`src/design/wscm_pkg.sv`:
```
`default_nettype none
package wscm_pkg;

	localparam int DEPTH_DEFAULT = 16;

	// Arithmetic widths cover windows up to 64 entries
	localparam int SMP_W = 32;
	localparam int SUM_W = 40;
	localparam int SQ_W = 72;
	localparam int CMP_W = 88;
	localparam int MED_W = 34;
	localparam int DIF_W = 36;

	// Serial multiplier: MUL_AW x MUL_BW, one byte of b per cycle
	localparam int MUL_AW = 72;
	localparam int MUL_BW = 40;
	localparam int MUL_PW = MUL_AW + MUL_BW;
	localparam int MUL_STEPS = MUL_BW / 8;

	// Serial restoring divider
	localparam int DIV_W = 48;
	localparam int DVS_W = 8;

	localparam int MEAN_W = 40;
	localparam int CNT_OUT_W = 5;
	localparam int TDATA_OUT_W = 88;

	typedef enum logic [4:0] {
		ST_IDLE,
		ST_SUM_RD,
		ST_SUM_GO,
		ST_SUM_WT,
		ST_NQ_GO,
		ST_NQ_WT,
		ST_SS_GO,
		ST_SS_WT,
		ST_MED_ORD,
		ST_MED_OLD,
		ST_MED_IRD,
		ST_MED_CMP,
		ST_MED_EVAL,
		ST_M2,
		ST_KEEP_RD,
		ST_KEEP_GO,
		ST_KEEP_WT,
		ST_KEEP_GO2,
		ST_KEEP_WT2,
		ST_DIV_GO,
		ST_DIV_WT,
		ST_DONE
	} wscm_state_t;

endpackage
`default_nettype wire

```
`src/design/windowed_sigma_clipped_mean_core.sv`:
```
// Windowed sigma-clipped mean.
// Input stream s_*: one beat carries a signed 32-bit sample that is pushed into a
// ring window of WINDOW_DEPTH entries (the oldest entry is overwritten once full).
// Output stream m_*: one beat per input beat with the mean of the samples that lie
// within one sample standard deviation of the window median (Q8, rounded to
// nearest, ties away from zero), the window count, the kept count and the sample.
// The window sits in a synchronous RAM with one write and one read port; a
// sequencer walks it several times per sample. With n held samples, the time
// per item from accept to the next s_tready is set by the n*n rank-count median
// search over the RAM read port, the serial byte multiplier (MUL_STEPS = 5) and
// the serial divider (DIV_W = 48). s_tready is high only while idle.
// A finished result waits in the output register; the next sample may be taken
// and processed meanwhile, but its result holds until m_tready drains the first.
// Reset clears the write pointer and fill count; the window RAM itself is not
// cleared, entries beyond the fill count are never read.
`default_nettype none
module windowed_sigma_clipped_mean_core #(
	parameter int WINDOW_DEPTH = wscm_pkg::DEPTH_DEFAULT
) (
	input  wire logic                               clk,
	input  wire logic                               arst_n,
	input  wire logic                               s_tvalid,
	output logic                                    s_tready,
	input  wire logic [wscm_pkg::SMP_W-1:0]         s_tdata,  // [31:0] sample
	output logic                                    m_tvalid,
	input  wire logic                               m_tready,
	// [39:0] filtered_mean_q8, [44:40] window_count, [49:45] kept_count,
	// [81:50] newest_sample, [87:82] zero
	output logic      [wscm_pkg::TDATA_OUT_W-1:0]   m_tdata
);
	import wscm_pkg::*;

	localparam int AW = (WINDOW_DEPTH > 1) ? $clog2(WINDOW_DEPTH) : 1;
	localparam int CW = $clog2(WINDOW_DEPTH + 1);

	wscm_state_t state_q, state_d;

	logic [AW-1:0]             wp_q;
	logic [CW-1:0]             fill_q;
	logic [CW-1:0]             idx_q, jdx_q, lt_q, le_q, kept_q;
	logic [SMP_W-1:0]          newest_q;
	logic signed [SUM_W-1:0]   sum_q, ksum_q;
	logic [SQ_W-1:0]           sq_q;
	logic [CMP_W-1:0]          nq_q, var4_q;
	logic signed [SMP_W-1:0]   cand_q, lo_q, hi_q, v_q;
	logic signed [MED_W-1:0]   m2_q;
	logic [2*CW-1:0]           nn1_q;
	logic [MUL_AW-1:0]         d2_q;
	logic                      m_tvalid_q;
	logic [TDATA_OUT_W-1:0]    m_tdata_q;

	logic                      accept, load;
	logic [SMP_W-1:0]          rdata;
	logic signed [SMP_W-1:0]   rd_s;
	logic [AW-1:0]             raddr;
	logic [CW-1:0]             idx_inc, jdx_inc, k1, k2, kdiv;
	logic [SMP_W-1:0]          rd_mag;
	logic [SUM_W-1:0]          sum_mag, ksum_mag;
	logic signed [DIF_W-1:0]   dif;
	logic [DIF_W-1:0]          dif_mag;
	logic                      mul_start, mul_done, div_start, div_done;
	logic [MUL_AW-1:0]         mul_a;
	logic [MUL_BW-1:0]         mul_b;
	logic [MUL_PW-1:0]         mul_prod;
	logic [DIV_W-1:0]          div_dvd, div_quo, mean_full;
	logic [DVS_W-1:0]          div_dvs;
	logic [7:0]                wc8, kc8;

	wscm_window #(.DEPTH(WINDOW_DEPTH), .AW(AW)) u_window (
		.clk   (clk),
		.we    (accept),
		.waddr (wp_q),
		.wdata (s_tdata),
		.raddr (raddr),
		.rdata (rdata)
	);

	wscm_mul u_mul (
		.clk    (clk),
		.arst_n (arst_n),
		.start  (mul_start),
		.a      (mul_a),
		.b      (mul_b),
		.done   (mul_done),
		.prod   (mul_prod)
	);

	wscm_div u_div (
		.clk      (clk),
		.arst_n   (arst_n),
		.start    (div_start),
		.dividend (div_dvd),
		.divisor  (div_dvs),
		.done     (div_done),
		.quotient (div_quo)
	);

	assign rd_s     = $signed(rdata);
	assign rd_mag   = rd_s[SMP_W-1] ? SMP_W'(-rd_s) : rdata;
	assign sum_mag  = sum_q[SUM_W-1] ? SUM_W'(-sum_q) : SUM_W'(sum_q);
	assign ksum_mag = ksum_q[SUM_W-1] ? SUM_W'(-ksum_q) : SUM_W'(ksum_q);
	assign dif      = (DIF_W'(rd_s) <<< 1) - DIF_W'(m2_q);
	assign dif_mag  = dif[DIF_W-1] ? DIF_W'(-dif) : DIF_W'(dif);
	assign idx_inc  = idx_q + CW'(1);
	assign jdx_inc  = jdx_q + CW'(1);
	assign k1       = (fill_q - CW'(1)) >> 1;
	assign k2       = fill_q >> 1;
	assign kdiv     = (kept_q == '0) ? CW'(1) : kept_q;
	assign div_dvd  = DIV_W'({ksum_mag, 9'b0}) + DIV_W'(kdiv);
	assign div_dvs  = DVS_W'({kdiv, 1'b0});
	assign mean_full = ksum_q[SUM_W-1] ? DIV_W'(-div_quo) : div_quo;
	assign wc8      = 8'(fill_q);
	assign kc8      = 8'(kept_q);
	assign accept   = s_tvalid && s_tready;
	assign load     = (state_q == ST_DONE) && (!m_tvalid_q || m_tready);

	// next state
	always_comb begin
		state_d = state_q;
		unique case (state_q)
			ST_IDLE:      if (s_tvalid) state_d = ST_SUM_RD;
			ST_SUM_RD:    state_d = ST_SUM_GO;
			ST_SUM_GO:    state_d = ST_SUM_WT;
			ST_SUM_WT:    if (mul_done) state_d = (idx_inc == fill_q) ? ST_NQ_GO : ST_SUM_RD;
			ST_NQ_GO:     state_d = ST_NQ_WT;
			ST_NQ_WT:     if (mul_done) state_d = ST_SS_GO;
			ST_SS_GO:     state_d = ST_SS_WT;
			ST_SS_WT:     if (mul_done) state_d = ST_MED_ORD;
			ST_MED_ORD:   state_d = ST_MED_OLD;
			ST_MED_OLD:   state_d = ST_MED_IRD;
			ST_MED_IRD:   state_d = ST_MED_CMP;
			ST_MED_CMP:   state_d = (jdx_inc == fill_q) ? ST_MED_EVAL : ST_MED_IRD;
			ST_MED_EVAL:  state_d = (idx_inc == fill_q) ? ST_M2 : ST_MED_ORD;
			ST_M2:        state_d = ST_KEEP_RD;
			ST_KEEP_RD:   state_d = ST_KEEP_GO;
			ST_KEEP_GO:   state_d = ST_KEEP_WT;
			ST_KEEP_WT:   if (mul_done) state_d = ST_KEEP_GO2;
			ST_KEEP_GO2:  state_d = ST_KEEP_WT2;
			ST_KEEP_WT2:  if (mul_done) state_d = (idx_inc == fill_q) ? ST_DIV_GO : ST_KEEP_RD;
			ST_DIV_GO:    state_d = ST_DIV_WT;
			ST_DIV_WT:    if (div_done) state_d = ST_DONE;
			ST_DONE:      if (load) state_d = ST_IDLE;
			default:      state_d = ST_IDLE;
		endcase
	end

	// outputs of the sequencer
	always_comb begin
		s_tready  = (state_q == ST_IDLE);
		raddr     = (state_q == ST_MED_IRD) ? jdx_q[AW-1:0] : idx_q[AW-1:0];
		mul_start = 1'b0;
		div_start = (state_q == ST_DIV_GO);
		mul_a     = '0;
		mul_b     = '0;
		unique case (state_q)
			ST_SUM_GO: begin
				mul_start = 1'b1;
				mul_a     = MUL_AW'(rd_mag);
				mul_b     = MUL_BW'(rd_mag);
			end
			ST_NQ_GO: begin
				mul_start = 1'b1;
				mul_a     = MUL_AW'(sq_q);
				mul_b     = MUL_BW'(fill_q);
			end
			ST_SS_GO: begin
				mul_start = 1'b1;
				mul_a     = MUL_AW'(sum_mag);
				mul_b     = MUL_BW'(sum_mag);
			end
			ST_KEEP_GO: begin
				mul_start = 1'b1;
				mul_a     = MUL_AW'(dif_mag);
				mul_b     = MUL_BW'(dif_mag);
			end
			ST_KEEP_GO2: begin
				mul_start = 1'b1;
				mul_a     = d2_q;
				mul_b     = MUL_BW'(nn1_q);
			end
			default: begin
			end
		endcase
	end

	always_ff @(posedge clk or negedge arst_n) begin
		if (!arst_n) begin
			state_q    <= ST_IDLE;
			wp_q       <= '0;
			fill_q     <= '0;
			m_tvalid_q <= 1'b0;
		end else begin
			state_q <= state_d;
			if (accept) begin
				wp_q <= (wp_q == AW'(WINDOW_DEPTH - 1)) ? '0 : wp_q + AW'(1);
				if (fill_q != CW'(WINDOW_DEPTH)) begin
					fill_q <= fill_q + CW'(1);
				end
			end
			if (load) begin
				m_tvalid_q <= 1'b1;
			end else if (m_tready) begin
				m_tvalid_q <= 1'b0;
			end
		end
	end

	always_ff @(posedge clk) begin
		case (state_q)
			ST_IDLE: begin
				newest_q <= s_tdata;
				idx_q    <= '0;
				sum_q    <= '0;
				sq_q     <= '0;
			end
			ST_SUM_GO: sum_q <= sum_q + SUM_W'(rd_s);
			ST_SUM_WT: begin
				if (mul_done) begin
					sq_q  <= sq_q + mul_prod[SQ_W-1:0];
					idx_q <= idx_inc;
				end
			end
			ST_NQ_WT: if (mul_done) nq_q <= mul_prod[CMP_W-1:0];
			ST_SS_WT: begin
				if (mul_done) begin
					var4_q <= (nq_q - mul_prod[CMP_W-1:0]) << 2;
					idx_q  <= '0;
				end
			end
			ST_MED_OLD: begin
				cand_q <= rd_s;
				jdx_q  <= '0;
				lt_q   <= '0;
				le_q   <= '0;
			end
			ST_MED_CMP: begin
				if (rd_s < cand_q) lt_q <= lt_q + CW'(1);
				if (rd_s <= cand_q) le_q <= le_q + CW'(1);
				jdx_q <= jdx_inc;
			end
			ST_MED_EVAL: begin
				// candidate occupies sorted ranks lt .. le-1
				if (lt_q <= k1 && k1 < le_q) lo_q <= cand_q;
				if (lt_q <= k2 && k2 < le_q) hi_q <= cand_q;
				idx_q <= idx_inc;
			end
			ST_M2: begin
				m2_q   <= MED_W'(lo_q) + MED_W'(hi_q);
				nn1_q  <= (2*CW)'(fill_q) * (2*CW)'(fill_q - CW'(1));
				idx_q  <= '0;
				ksum_q <= '0;
				kept_q <= '0;
			end
			ST_KEEP_GO: v_q <= rd_s;
			ST_KEEP_WT: if (mul_done) d2_q <= mul_prod[MUL_AW-1:0];
			ST_KEEP_WT2: begin
				if (mul_done) begin
					if (mul_prod[CMP_W-1:0] <= var4_q) begin
						ksum_q <= ksum_q + SUM_W'(v_q);
						kept_q <= kept_q + CW'(1);
					end
					idx_q <= idx_inc;
				end
			end
			default: begin
			end
		endcase
		if (load) begin
			m_tdata_q <= TDATA_OUT_W'({newest_q, kc8[CNT_OUT_W-1:0], wc8[CNT_OUT_W-1:0],
				mean_full[MEAN_W-1:0]});
		end
	end

	assign m_tvalid = m_tvalid_q;
	assign m_tdata  = m_tdata_q;

endmodule
`default_nettype wire

```
`src/design/wscm_window.sv`:
```
`default_nettype none
module wscm_window #(
	parameter int DEPTH = wscm_pkg::DEPTH_DEFAULT,
	parameter int AW = (DEPTH > 1) ? $clog2(DEPTH) : 1
) (
	input  wire logic                         clk,
	input  wire logic                         we,
	input  wire logic [AW-1:0]                waddr,
	input  wire logic [wscm_pkg::SMP_W-1:0]   wdata,
	input  wire logic [AW-1:0]                raddr,
	output logic      [wscm_pkg::SMP_W-1:0]   rdata
);
	import wscm_pkg::*;

	logic [SMP_W-1:0] mem [DEPTH];

	always_ff @(posedge clk) begin
		if (we) begin
			mem[waddr] <= wdata;
		end
		rdata <= mem[raddr];
	end

endmodule
`default_nettype wire

```
`src/design/wscm_mul.sv`:
```
`default_nettype none
module wscm_mul (
	input  wire logic                          clk,
	input  wire logic                          arst_n,
	input  wire logic                          start,
	input  wire logic [wscm_pkg::MUL_AW-1:0]   a,
	input  wire logic [wscm_pkg::MUL_BW-1:0]   b,
	output logic                               done,
	output logic      [wscm_pkg::MUL_PW-1:0]   prod
);
	import wscm_pkg::*;

	localparam int CNT_W = $clog2(MUL_STEPS + 1);

	logic [MUL_AW-1:0] a_q;
	logic [MUL_BW-1:0] b_q;
	logic [MUL_PW-1:0] acc_q;
	logic [CNT_W-1:0]  cnt_q;
	logic              busy_q;
	logic              done_q;

	// msb byte first: acc = acc * 256 + a * byte
	always_ff @(posedge clk or negedge arst_n) begin
		if (!arst_n) begin
			busy_q <= 1'b0;
			done_q <= 1'b0;
			cnt_q  <= '0;
		end else begin
			done_q <= busy_q && (cnt_q == CNT_W'(1));
			if (start) begin
				busy_q <= 1'b1;
				cnt_q  <= CNT_W'(MUL_STEPS);
			end else if (busy_q) begin
				cnt_q <= cnt_q - CNT_W'(1);
				if (cnt_q == CNT_W'(1)) begin
					busy_q <= 1'b0;
				end
			end
		end
	end

	always_ff @(posedge clk) begin
		if (start) begin
			a_q   <= a;
			b_q   <= b;
			acc_q <= '0;
		end else if (busy_q) begin
			acc_q <= (acc_q << 8) + MUL_PW'(a_q * b_q[MUL_BW-1 -: 8]);
			b_q   <= b_q << 8;
		end
	end

	assign done = done_q;
	assign prod = acc_q;

endmodule
`default_nettype wire

```
`src/design/wscm_div.sv`:
```
`default_nettype none
module wscm_div (
	input  wire logic                          clk,
	input  wire logic                          arst_n,
	input  wire logic                          start,
	input  wire logic [wscm_pkg::DIV_W-1:0]    dividend,
	input  wire logic [wscm_pkg::DVS_W-1:0]    divisor,
	output logic                               done,
	output logic      [wscm_pkg::DIV_W-1:0]    quotient
);
	import wscm_pkg::*;

	localparam int CNT_W = $clog2(DIV_W + 1);

	logic [DIV_W-1:0] dvd_q;
	logic [DVS_W-1:0] dvs_q;
	logic [DVS_W-1:0] rem_q;
	logic [CNT_W-1:0] cnt_q;
	logic             busy_q;
	logic             done_q;
	logic [DVS_W:0]   trial;
	logic             fits;

	assign trial = {rem_q, dvd_q[DIV_W-1]};
	assign fits  = trial >= {1'b0, dvs_q};

	always_ff @(posedge clk or negedge arst_n) begin
		if (!arst_n) begin
			busy_q <= 1'b0;
			done_q <= 1'b0;
			cnt_q  <= '0;
		end else begin
			done_q <= busy_q && (cnt_q == CNT_W'(1));
			if (start) begin
				busy_q <= 1'b1;
				cnt_q  <= CNT_W'(DIV_W);
			end else if (busy_q) begin
				cnt_q <= cnt_q - CNT_W'(1);
				if (cnt_q == CNT_W'(1)) begin
					busy_q <= 1'b0;
				end
			end
		end
	end

	// quotient bits shift into the dividend register
	always_ff @(posedge clk) begin
		if (start) begin
			dvd_q <= dividend;
			dvs_q <= divisor;
			rem_q <= '0;
		end else if (busy_q) begin
			rem_q <= fits ? DVS_W'(trial - {1'b0, dvs_q}) : trial[DVS_W-1:0];
			dvd_q <= {dvd_q[DIV_W-2:0], fits};
		end
	end

	assign done     = done_q;
	assign quotient = dvd_q;

endmodule
`default_nettype wire
```
`config.mk`:
```
export PLATFORM = sky130hd
export DESIGN_NAME = windowed_sigma_clipped_mean_core
export DESIGN_NICKNAME = d
export VERILOG_FILES = /design/src/design/wscm_pkg.sv /design/src/design/windowed_sigma_clipped_mean_core.sv /design/src/design/wscm_window.sv /design/src/design/wscm_mul.sv /design/src/design/wscm_div.sv
export SDC_FILE = /design/constraint.sdc
export NUM_CORES = 2
export LEC_CHECK = 0
export BUFFER_PORTS_ARGS = -buffer_cell sky130_fd_sc_hd__buf_2
export CAP_MARGIN = 20
export CORE_MARGIN = 2
export CORE_UTILIZATION = 30
export DETAILED_ROUTE_END_ITERATION = 12
export GPL_ROUTABILITY_DRIVEN = 0
export PLACE_DENSITY = 0.51
export RECOVER_POWER = 100
export REMOVE_ABC_BUFFERS = 1
export SLEW_MARGIN = 5
export SYNTH_ARGS = -nofsm -noshare
export SYNTH_HDL_FRONTEND = slang
export SYNTH_SLANG_ARGS = --single-unit
```
`constraint.sdc`:
```
create_clock -name clk -period 12.83 [get_ports clk]
set_input_delay 0 -clock clk [delete_from_list [all_inputs] [get_ports clk]]
set_output_delay 0 -clock clk [all_outputs]
set_load 0.01 [all_outputs]
```
==> flow_summary.toml <==
[outcome]
outcome = "finished, violations left"
violations = "max-capacitance violations, max-slew violations"

[finish]
area_delta_synth_final_pct = 12.1
drive_gt1_share_pct = 5.79
fin_util_pct = 33.7
final_nets = 10100
instances_no_fill = 13400
n_fill_cell = 33000
regArea_sq_mm = 0.0448
fin_area_sq_mm = 0.111
multiInputGateArea_sq_mm = 0.0497

[worst_hold_path]
hold_class = "in -> reg"

[detailed_routing]
drt_iter0_markers = 5101
remaining_drc_errors = 0
dr.pass1.iters = 7
via_per_inst = 5.06
post_drt_wl_per_cell_microns = 21.2
route.antenna.remaining_nets = 0
drt_wl_total_microns = 285000
vias = 68000

[global_route]
grt_pass1_vias = 69100
grt_use_total_pct = 16.8
grt_max_degree = 128
grt_pass1_wl_microns = 433000
antenna_found_initial = 13
grt-ovfl-total = 0

[timing]
fin_skew_ns = 0.109
rsz0062_at_grt = "no"
worst_pin_slew_ns = 4.12
relSlewSlack_pct = -175
layout_setup_ws_ns = 3.41
drv_slew = 2139
min_period_over_period_pct = 73.4
setup_violations = 0
finalHoldViolations = 0
final.min_clock_period_ns = 9.42
timing.fmax_ghz = 0.106

[synthesis]
netlist_instances = 8810
synth_top_area_share_pct = 41.9
yosysMostFrequentCell = "edfxtp_1"
synth_edf_count = 1382
syn-cell-area_sq_mm = 0.0991
ys_seq_elements = 1538
synth_area_leaders = "edfxtp_1, fa_1, ha_1"
synth_flop_cell = "edfxtp_1"
ys_seq_area_share_pct = 45.2
ys_warn_count = 0
avgSynthCellArea_sq_um = 11.2
yosys.area.top_type = "edfxtp_1"
synth_cell_types = 80
ys_top_cells_by_count = "edfxtp_1, inv_1, nand2_1"
async_reset_ff_share_pct = 1.82

[cts]
cts_root_buffer = "clkbuf_16"
clk_latency_ns = 0.90
path_clk_slew_ns = 0.07
cts_made_buffers = 183
clock_sinks = 1538
cts.htree.levels = 4
cts_tree = "built"
post-cts-setup-buffers = 0
clock_path_buffers = 4

[power]
clockPowerShare_pct = 50.1
pwr-share-seq_pct = 49.5
power.total_w = 0.0109
p_leak_nw = 44.4
p_sw_share_pct = 20.5
powerDensity_mw_per_mm2 = 98.4
ir_drop_mv = 0.123
pwr-share-comb_pct = 0.4
power.switching_w = 0.00224
p_int_w = 0.00868

[critical_path]
worstPathRequired_ns = 13.43
crit_path_top_delay_cell = "clkbuf_1"
crit_path_frequent_cell = "fa_1"
crit_path_max_incr_delay_ns = 1.66
crit_type = "reg -> reg"
crit_chain = "clkbuf_1 -> and2_0 -> fa_1 -> fa_1 -> fa_1 -> inv_1 -> fa_1 -> inv_1 -> ha_1 -> a21o_1 -> a211oi_1 -> o2111a_1 -> nor3_1 -> a2111oi_0 -> a31oi_1 -> a21oi_1 -> and3_1 -> o311ai_0 -> a21oi_1 -> mux2i_1 -> o221ai_1"
crit_fanout = 48
cp.buffers_inverters = 3
cp_top_family = "compound AO/OA/AOI/OAI gates"
cp-end-kind = "flip-flop"
worstPathArrival_ns = 10.02
start_kind = "flip-flop"

[floorplanning]
design.core.area_sq_mm = 0.329
rows = 211
start_util_pct = 30.1
io_pins = 126
die_h_microns = 579
die_width_microns = 579
dieArea_sq_mm = 0.335

[place]
port_buffers = 119
dpl.hpwl_microns = 204000
placed_cell_area_sq_mm = 0.105
preCtsSetupSlack_ns = 4.71
dpl.cell_count = 13100

[run]
drv_cap = 51
-- placed cells by master, fill, tap and decap left out, drive strengths merged, types with 75 or more instances in the layout --
cell    synthesis  routed
a21o          286     286
a21oi         473     473
a31oi          99      99
and2          496     496
clkbuf        315     435
dfxtp         128     128
edfxtp       1382    1382
fa            511     511
ha            586     586
inv           913     920
mux2i          79      79
mux4          128     128
nand2         650     650
nand3         109     109
nand4         110     110
nor2          492     492
nor3           95      95
o21ai         359     359
o31ai          75      75
xnor2         286     286
xor2          265     265
-- power by group through the flow --
stage          Clock [W]  Sequential [W]  Combinational [W]
2_1_floorplan          0         0.00551        0.000000791
6_report         0.00548         0.00541          0.0000425
4_1_cts          0.00562         0.00540          0.0000455
3_3_place_gp           0         0.00551          0.0000318
5_1_grt          0.00581         0.00540          0.0000474
3_5_place_dp           0         0.00551          0.0000347
-- per-layer routing --
layer / routed length [microns] / GRT usage (%) / vias up
li1: - / - / 31500
met1: 129000 / 23.1 / 34400
met5: 27 / 0 / -
met3: 13300 / 1.88 / 438
met2: 134000 / 27.8 / 1721
met4: 8940 / 5.04 / 4
-- layout make-up --
type | instances | area share (%)
Multi-Input combinational cell | 6008 | 44.7
Sequential cell | 1538 | 40.3
Tap cell | 4366 | 4.92
Clock buffer | 233 | 4.52
Inverter | 915 | 3.09
Timing Repair Buffer | 273 | 1.27
Clock inverter | 106 | 1.18
Antenna cell | 2 | 0.00451
-- state kept, by name, summed over array words and instances, names as in the netlist, 33 cells and up --
name / cells
d2_q: 72
ksum_q: 40
m_tdata: 82
u_window.mem: 512
nq_q: 86
var4_q: 86
u_mul.a_q: 72
u_mul.prod: 88
u_mul.b_q: 40
sq_q: 72
u_div.quotient: 48
m2_q: 33
sum_q: 40
-- final timing paths --
kind / startpoint / end / slack, ns / cells past startpoint
setup reg to reg: u_mul.b_q[39] / u_mul.prod[80] / 3.41 / 21
min in group asynchronous: arst_n / u_div.cnt_q[0] / 0.97 / 4
hold / removal: m_tready / m_tvalid / 0.17 / 4
hold reg to reg: newest_q[14] / m_tdata[64] / 0.42 / 0
setup / recovery: u_mul.b_q[39] / u_mul.prod[80] / 3.41 / 21
max in group asynchronous: arst_n / state_q[1] / 10.58 / 4
-- cell families after synthesis --
logic type      after synthesis  share of synthesized area, %
simple gates               2325                          11.7
compound gates             1813                          11.9
flops                      1538                          45.2
buf+inv                    1269                          4.83
fa+ha+maj                  1097                          17.7
xor+xnor                    551                          4.87
mux                         216                          3.81
other cells                   1                       0.00379
-- worst reg2reg max path: cells and delay by family (launching register included) --
| kind | cells | cell delay (ns) |
|---|---|---|
| AO/OA/AOI/OAI | 9 | 2.87 |
| adder cells (fa/ha/maj) | 5 | 2.46 |
| multiplexers | 1 | 0.20 |
| flip-flops | 1 | 1.08 |
| AND/OR/NAND/NOR | 3 | 0.81 |
| buffers and inverters | 3 | 1.77 |
-- metrics by stage --
| stage | hold slack (ns) | setup TNS (ns) |
|---|---|---|
| floorplan | -0.296 | -47.34 |
| global placement | 0.150 | 0 |
| detailed placement | 0.154 | 0 |
| CTS | 0.00102 | 0 |
| global route | 0.184 | 0 |
| finish | 0.171 | 0 |
-- repair_timing --
| item | CTS | global route |
|---|---|---|
| gates resized for setup | 0 | 0 |
| hold endpoints to repair | 585 | 0 |
| hold buffers | 41 | 0 |
| endpoints found under the setup margin | 0 | 0 |
Note: power is estimated with default switching activity, not from simulation.
